==> config.mk <==
export PLATFORM = sky130hd
export DESIGN_NAME = sha1_byte_stream_hasher
export DESIGN_NICKNAME = d
export VERILOG_FILES = /design/src/rtl/sbsh_pkg.sv /design/src/rtl/sha1_byte_stream_hasher.sv /design/src/rtl/sbsh_round.sv
export SDC_FILE = /design/constraint.sdc
export NUM_CORES = 2
export LEC_CHECK = 0
export BUFFER_PORTS_ARGS = -buffer_cell sky130_fd_sc_hd__buf_2
export CORE_UTILIZATION = 53
export CTS_BUF_LIST = sky130_fd_sc_hd__clkbuf_16
export DETAILED_ROUTE_END_ITERATION = 8
export GPL_TIMING_DRIVEN = 0
export PLACE_DENSITY = 0.75
export SLEW_MARGIN = 30
export SYNTH_ARGS = -nofsm -noshare
export SYNTH_HDL_FRONTEND = slang
export SYNTH_SLANG_ARGS = --single-unit
==> constraint.sdc <==
create_clock -name clk -period 16.17 [get_ports clk]
set_input_delay 2.4255 -clock clk [delete_from_list [all_inputs] [get_ports clk]]
set_output_delay 2.4255 -clock clk [all_outputs]
set_load 0.05 [all_outputs]
==> src/rtl/sbsh_pkg.sv <==
// Shared types, constants and helper functions of the SHA-1 byte stream hasher.
package sbsh_pkg;

	localparam int WordW       = 32;
	localparam int BlockWords  = 16;
	localparam int DigestWords = 5;
	localparam int CountW      = 61;

	typedef logic [WordW-1:0] word_t;

	// Input item: one message byte or a finish request.
	typedef struct packed {
		logic       kind;
		logic [7:0] data_byte;
	} msg_item_t;

	// Output item: one digest word.
	typedef struct packed {
		logic [31:0] digest_word;
		logic [2:0]  word_index;
		logic        last_word;
	} dig_item_t;

	// Working variables of the compression rounds.
	typedef struct packed {
		word_t a;
		word_t b;
		word_t c;
		word_t d;
		word_t e;
	} work_t;

	localparam logic KIND_DATA   = 1'b0;
	localparam logic KIND_FINISH = 1'b1;

	localparam logic [7:0] PAD_BYTE   = 8'h80;
	localparam logic [6:0] LastRound  = 7'd79;
	localparam logic [2:0] LastWord   = 3'd4;
	localparam logic [3:0] LenHiWord  = 4'd14;
	localparam logic [3:0] LenLoWord  = 4'd15;

	// Initial chaining value for digest word idx.
	function automatic word_t init_word(input logic [2:0] idx);
		word_t v;
		case (idx)
			3'd0:    v = 32'h67452301;
			3'd1:    v = 32'hefcdab89;
			3'd2:    v = 32'h98badcfe;
			3'd3:    v = 32'h10325476;
			default: v = 32'hc3d2e1f0;
		endcase
		return v;
	endfunction

	// Round constant for each group of twenty rounds.
	function automatic word_t round_k(input logic [1:0] phase);
		word_t v;
		case (phase)
			2'd0:    v = 32'h5A827999;
			2'd1:    v = 32'h6ED9EBA1;
			2'd2:    v = 32'h8F1BBCDC;
			default: v = 32'hCA62C1D6;
		endcase
		return v;
	endfunction

endpackage

==> src/rtl/sha1_byte_stream_hasher.sv <==
// SHA-1 hasher top level: byte packing, padding sequencer, round loop and digest output.
// Data bytes are taken while idle; the 64th byte of a block starts the round loop and the
// chaining update, all on the single shared round unit. A finish pads one final block, or
// pads a block and then one more when the length does not fit after the marker byte; the
// five digest words follow, each held until the consumer is ready.
// Reset (arst_n low, asynchronous) loads the initial chaining words, clears the byte
// count and leaves the block idle and ready; the block buffer itself is not cleared.
module sha1_byte_stream_hasher
	import sbsh_pkg::*;
(
	input  logic      clk,
	input  logic      arst_n,
	input  logic      msg_valid,
	output logic      msg_ready,
	input  msg_item_t msg,
	output logic      dig_valid,
	input  logic      dig_ready,
	output dig_item_t dig
);

	// Sequencer states. IDLE takes items; PAD shifts padding and length words into
	// the buffer; ROUND runs one compression round per cycle; ADD folds the
	// working variables into the chaining words; OUT hands out the digest.
	typedef enum logic [4:0] {
		ST_IDLE  = 5'b00001,
		ST_PAD   = 5'b00010,
		ST_ROUND = 5'b00100,
		ST_ADD   = 5'b01000,
		ST_OUT   = 5'b10000
	} state_t;

	state_t            state_q;
	logic [CountW-1:0] cnt_q;
	logic [23:0]       acc_q;
	word_t             sched_q [BlockWords];
	logic [3:0]        wcnt_q;
	logic [6:0]        rnd_q;
	work_t             work_q;
	word_t             h_q [DigestWords];
	logic              fin_q;
	logic              two_q;
	logic [2:0]        oidx_q;
	logic              dig_valid_q;
	dig_item_t         dig_q;

	logic       msg_fire;
	logic [5:0] pos;
	logic       push_en;
	word_t      push_word;
	word_t      pad_word;
	word_t      len_word;
	logic       out_load;
	work_t      work_next;
	word_t      sched_word;

	assign msg_ready = (state_q == ST_IDLE);
	assign msg_fire  = msg_valid && msg_ready;
	assign pos       = cnt_q[5:0];
	assign dig_valid = dig_valid_q;
	assign dig       = dig_q;
	assign out_load  = (state_q == ST_OUT) && (!dig_valid_q || dig_ready);

	// The buffer is a sixteen-word shift line: the newest word enters at the top,
	// so after sixteen pushes the oldest word of the block sits at the bottom.
	// The same line carries the message schedule during the rounds.
	sbsh_round u_round (
		.work       (work_q),
		.w0         (sched_q[0]),
		.w2         (sched_q[2]),
		.w8         (sched_q[8]),
		.w13        (sched_q[13]),
		.rnd        (rnd_q),
		.work_next  (work_next),
		.sched_word (sched_word)
	);

	// First padding word: the bytes already gathered, the marker byte, then zeros.
	always_comb begin
		case (pos[1:0])
			2'd0:    pad_word = {PAD_BYTE, 24'h0};
			2'd1:    pad_word = {acc_q[7:0], PAD_BYTE, 16'h0};
			2'd2:    pad_word = {acc_q[15:0], PAD_BYTE, 8'h0};
			default: pad_word = {acc_q, PAD_BYTE};
		endcase
	end

	// The bit length goes into the last two words of the final block, but only
	// once any extra block forced by a late marker byte has been compressed.
	always_comb begin
		if (!two_q && wcnt_q == LenHiWord) begin
			len_word = cnt_q[60:29];
		end else if (!two_q && wcnt_q == LenLoWord) begin
			len_word = {cnt_q[28:0], 3'b000};
		end else begin
			len_word = '0;
		end
	end

	always_comb begin
		push_en   = 1'b0;
		push_word = len_word;
		unique case (state_q)
			ST_IDLE: begin
				if (msg_fire && msg.kind == KIND_FINISH) begin
					push_en   = 1'b1;
					push_word = pad_word;
				end else if (msg_fire && pos[1:0] == 2'd3) begin
					push_en   = 1'b1;
					push_word = {acc_q, msg.data_byte};
				end
			end
			ST_PAD: begin
				push_en = !(two_q && wcnt_q == 4'd0);
			end
			ST_ROUND, ST_ADD, ST_OUT: begin
				push_en = 1'b0;
			end
			default: begin
				push_en = 1'b0;
			end
		endcase
	end

	// Buffer, byte gatherer and working variables carry no reset.
	always_ff @(posedge clk) begin
		if (state_q == ST_ROUND) begin
			for (int i = 0; i < BlockWords - 1; i++) begin
				sched_q[i] <= sched_q[i+1];
			end
			sched_q[BlockWords-1] <= sched_word;
			work_q <= work_next;
		end else if (push_en) begin
			for (int i = 0; i < BlockWords - 1; i++) begin
				sched_q[i] <= sched_q[i+1];
			end
			sched_q[BlockWords-1] <= push_word;
		end
		if (msg_fire && msg.kind == KIND_DATA) begin
			acc_q <= {acc_q[15:0], msg.data_byte};
		end
		if ((state_q == ST_IDLE && msg_fire && msg.kind == KIND_DATA && pos == 6'd63) ||
			(state_q == ST_PAD && ((two_q && wcnt_q == 4'd0) ||
			(!two_q && wcnt_q == LenLoWord)))) begin
			work_q.a <= h_q[0];
			work_q.b <= h_q[1];
			work_q.c <= h_q[2];
			work_q.d <= h_q[3];
			work_q.e <= h_q[4];
		end
		if (out_load) begin
			dig_q.digest_word <= h_q[oidx_q];
			dig_q.word_index  <= oidx_q;
			dig_q.last_word   <= (oidx_q == LastWord);
		end
	end

	always_ff @(posedge clk or negedge arst_n) begin
		if (!arst_n) begin
			state_q     <= ST_IDLE;
			cnt_q       <= '0;
			wcnt_q      <= '0;
			rnd_q       <= '0;
			fin_q       <= 1'b0;
			two_q       <= 1'b0;
			oidx_q      <= '0;
			dig_valid_q <= 1'b0;
			for (int i = 0; i < DigestWords; i++) begin
				h_q[i] <= init_word(3'(i));
			end
		end else begin
			if (push_en) begin
				wcnt_q <= wcnt_q + 4'd1;
			end
			if (out_load) begin
				dig_valid_q <= 1'b1;
			end else if (dig_ready) begin
				dig_valid_q <= 1'b0;
			end
			unique case (state_q)
				ST_IDLE: begin
					if (msg_fire && msg.kind == KIND_FINISH) begin
						fin_q   <= 1'b1;
						two_q   <= (pos[5:3] == 3'b111);
						state_q <= ST_PAD;
					end else if (msg_fire) begin
						cnt_q <= cnt_q + CountW'(1);
						if (pos == 6'd63) begin
							rnd_q   <= '0;
							state_q <= ST_ROUND;
						end
					end
				end
				ST_PAD: begin
					if ((two_q && wcnt_q == 4'd0) || (!two_q && wcnt_q == LenLoWord)) begin
						rnd_q   <= '0;
						state_q <= ST_ROUND;
					end
				end
				ST_ROUND: begin
					rnd_q <= rnd_q + 7'd1;
					if (rnd_q == LastRound) begin
						state_q <= ST_ADD;
					end
				end
				ST_ADD: begin
					h_q[0] <= h_q[0] + work_q.a;
					h_q[1] <= h_q[1] + work_q.b;
					h_q[2] <= h_q[2] + work_q.c;
					h_q[3] <= h_q[3] + work_q.d;
					h_q[4] <= h_q[4] + work_q.e;
					if (!fin_q) begin
						state_q <= ST_IDLE;
					end else if (two_q) begin
						// The marker left no room for the length; the length needs one more block.
						two_q   <= 1'b0;
						state_q <= ST_PAD;
					end else begin
						oidx_q  <= '0;
						state_q <= ST_OUT;
					end
				end
				ST_OUT: begin
					if (out_load) begin
						oidx_q <= oidx_q + 3'd1;
						if (oidx_q == LastWord) begin
							// Digest handed out: start a fresh message.
							cnt_q   <= '0;
							fin_q   <= 1'b0;
							state_q <= ST_IDLE;
							for (int i = 0; i < DigestWords; i++) begin
								h_q[i] <= init_word(3'(i));
							end
						end
					end
				end
				default: begin
					state_q <= ST_IDLE;
				end
			endcase
		end
	end

	// The last flag marks exactly the fifth digest word.
	a_last_flag: assert property (@(posedge clk) disable iff (!arst_n)
		dig_valid |-> (dig.last_word == (dig.word_index == LastWord)))
		else $error("last_word does not match word_index");

	// The 64th data byte of a block starts the compression at once.
	a_block_start: assert property (@(posedge clk) disable iff (!arst_n)
		(msg_fire && msg.kind == KIND_DATA && pos == 6'd63) |=> (state_q == ST_ROUND))
		else $error("full block did not start compression");

	// Eighty rounds, then the chaining update.
	a_round_end: assert property (@(posedge clk) disable iff (!arst_n)
		(state_q == ST_ROUND && rnd_q == LastRound) |=> (state_q == ST_ADD))
		else $error("round loop did not end after the last round");

endmodule

==> src/rtl/sbsh_round.sv <==
// One SHA-1 round: message schedule word, round function and working-variable update.
module sbsh_round
	import sbsh_pkg::*;
(
	input  work_t      work,
	input  word_t      w0,
	input  word_t      w2,
	input  word_t      w8,
	input  word_t      w13,
	input  logic [6:0] rnd,
	output work_t      work_next,
	output word_t      sched_word
);

	logic [1:0] phase;
	word_t      mix;
	word_t      f;
	word_t      tmp;

	always_comb begin
		if (rnd < 7'd20) begin
			phase = 2'd0;
		end else if (rnd < 7'd40) begin
			phase = 2'd1;
		end else if (rnd < 7'd60) begin
			phase = 2'd2;
		end else begin
			phase = 2'd3;
		end
	end

	// The first sixteen rounds use the block words as they were loaded.
	assign mix        = w13 ^ w8 ^ w2 ^ w0;
	assign sched_word = (rnd < 7'd16) ? w0 : {mix[30:0], mix[31]};

	always_comb begin
		case (phase)
			2'd0:    f = work.d ^ (work.b & (work.c ^ work.d));
			2'd2:    f = (work.b & work.c) | (work.d & (work.b | work.c));
			default: f = work.b ^ work.c ^ work.d;
		endcase
	end

	assign tmp = {work.a[26:0], work.a[31:27]} + f + work.e + round_k(phase) + sched_word;

	assign work_next.a = tmp;
	assign work_next.b = work.a;
	assign work_next.c = {work.b[1:0], work.b[31:2]};
	assign work_next.d = work.c;
	assign work_next.e = work.d;

endmodule
==> impl_metrics.toml <==
[cts]
clkLatencyLatePin_ns = 0.71
post_cts_resized = 0
cts_setup_buffers = 0
cts_tree = "yes"
cts_max_level = 3
cts_buffers = 100
clk_path_buf_depth = 3
cts_hold_buf = 0
clock-sinks = 975
clkTransAtPathRegs_ns = 0.07
cts-root-buf = "clkbuf_16"

[synthesis]
synth_top_cell_by_area = "edfxtp_1"
synth_area_leaders = "edfxtp_1, dfrtp_1, ha_1"
ys.flop_type = "edfxtp_1"
syn_nets = 4869
syn_area_per_cell_um2 = 11.4
synth_edf_count = 732
async_flop_share_pct = 24.9
synth_cell_types = 89
synth_area_um2 = 51100
yosysWarningCount = 0
synth.ff_latch_count = 975
seq_area_frac_synth_pct = 55.2
netlist_instances = 4492
synth_top_area_share_pct = 43.1

[cells_and_area]
drive_gt1_share_pct = 8.47
fin_area_um2 = 56900
area_growth_pct = 11.5
nets = 5038
instances_no_fill = 6012

[grt]
grt_usage_pct = 31.5
antenna_found_initial = 13
grt_max_degree = 84
grt_pass1_wl_um = 226000
grt_pass1_vias = 35300
grt_overflow = 0

[timing]
setup_tns_ns = 0
worst_pin_slew_ns = 1.16
final_hold_viol_count = 0
clock-skew-final_ns = 0.0361
rsz0062_at_grt = "false"
setup_viol = 0
fmax_mhz = 130
slew_violations = 0
slew_headroom_pct = 22.9
min_period_ns = 7.71
holdWs_ns = 0.391
period_share_pct = 47.7

[route]
drc = 0
routed_via_density = 6.23
wl_met2_um = 63100
wl_met1_um = 62700
finalWirelength_um = 154000
wl_met3_um = 18300
antenna_left = 0
highest_layer = "met5"
drt_pass1_iterations = 6
wl_per_cell_um = 25.6
drtIter0Drc = 4700
num_vias = 37500

[setup_path]
cp_data_arrival_time_ns = 8.13
path_common_cell = "o21ai_1"
critPathMaxFanout = 10
r2r_start = "rnd_q[5]$_DFFE_PN0P_"
crit_chain = "inv_1 -> maj3_1 -> a211oi_1 -> ha_1 -> buf_1 -> clkbuf_1 -> o21ai_0 -> fa_1 -> inv_1 -> ha_1 -> inv_1 -> fa_1 -> nor2b_1 -> o21a_1 -> o21ai_1 -> a21oi_1 -> o22ai_1 -> o21ai_1 -> a21oi_1 -> o21ai_1 -> o41ai_1 -> xor2_1 -> o21ai_1"
worst-path-buf-inv = 5
critPathCaptureType = "flop"
cpPeakStageDelay_ns = 0.67
start_kind = "flop"
cp_slowest_cell = "ha_1"
setup.worst_path.class = "reg2reg"
cp_top_family = "compound AO/OA/AOI/OAI gates"
cp.required_ns = 16.59
startpoint = "rnd_q[5]$_DFFE_PN0P_"

[job]
drv_cap = 0

[hold_path]
min_from = "sched_q[0][198]$_DFFE_PP_"
hold_class = "reg2reg"

[placed_design]
gp_congestion = 0.997
hpwl_um = 113000
placedCellCount = 5824
port_buffers = 50
placed_cell_area_um2 = 53400

[outcome]
outcome = "finished clean"

[floorplan]
die_w_um = 312
initial_utilization_pct = 53.7
fp.coreArea_um2 = 95200
pin_count = 51
rows = 113
die_y_um = 312
dieArea_um2 = 97600
==> through the flow <==
stage	util, %	worst slack (ns)
floorplan	-	6.00
global placement	55.6	3.37
CTS	59.8	8.73
detailed placement	56.1	8.80
finish	59.8	8.46
global route	59.8	8.23
==> final timing paths <==
kind | cells after the start | to | slack, ns
worst max-delay path | 23 | work_q[157]$_DFFE_PP_ | 8.46
worst min-delay path | 0 | sched_q[0][166]$_DFFE_PP_ | 0.39
worst max register to register | 23 | work_q[157]$_DFFE_PP_ | 8.46
worst min register to register | 0 | sched_q[0][166]$_DFFE_PP_ | 0.39
max in group asynchronous | 3 | h_q[15]$_DFFE_PN1P_ | 13.41
min in group asynchronous | 1 | h_q[62]$_DFFE_PN0P_ | 1.66
==> cells in the mapped netlist, drive strengths merged, types with 36 or more instances <==
library cell	number
edfxtp	732
a21oi	342
o21ai	437
fa	93
nand3	108
clkbuf	130
dfstp	81
ha	271
xor2	143
dfrtp	162
a21o	98
nor2	255
nand2	466
inv	363
xnor2	187
and3	47
mux2i	36
nor3	70
==> per-layer routing <==
metal | up-vias | GRT usage [%]
met1 | 18300 | 44.7
met4 | 16 | 18.2
li1 | 16300 | -
met3 | 517 | 7.88
met2 | 2337 | 43.8
met5 | - | 0
==> kinds of logic (layout without fill, tap and decap cells) <==
kind of cell	count (synthesis)	after routing	share of synthesized area [%]
AOI/OAI and AO/OA	1113	1113	12.9
xor gates and xnor gates	330	330	5.66
adders and majority gates	365	365	10.3
buffers and inverters	522	776	3.86
DFF	975	975	55.2
muxes	71	71	2.18
other	0	1	0
and+or+nand+nor	1116	1116	9.92
==> layout make-up <==
type	count	area [um^2]
clock buffers	102	2550
repair buffers	67	678
clock inverters	85	960
inverters	363	1370
flip-flops and latches	975	28200
fillers	7606	38200
well taps	1265	1580
plain buffers	159	637
diodes	1	2.50
multi-input cells	2995	21000
==> layout by cell type, fill, tap and decap left out, drive strengths merged, types with 48 or more instances in the layout <==
master / count
edfxtp: 732
nand2: 466
o21ai: 437
inv: 377
a21oi: 342
ha: 271
nor2: 255
clkbuf: 235
xnor2: 187
dfrtp: 162
xor2: 143
nand3: 108
a21o: 98
fa: 93
buf: 93
dfstp: 81
nor3: 70
clkinv: 48
==> registers in the layout (all words and copies together) (netlist names) <==
name and cells:
sched_q 512, h_q 160, work_q 160, cnt_q 61, dig 36, acc_q 24, rnd_q 7, state_q 5
wcnt_q 4, oidx_q 3, dig_valid 1, fin_q 1, two_q 1
Power is left out: the tool's default activity adds up to more than one toggle a clock period on the data nets, which glitch-free logic cannot reach.
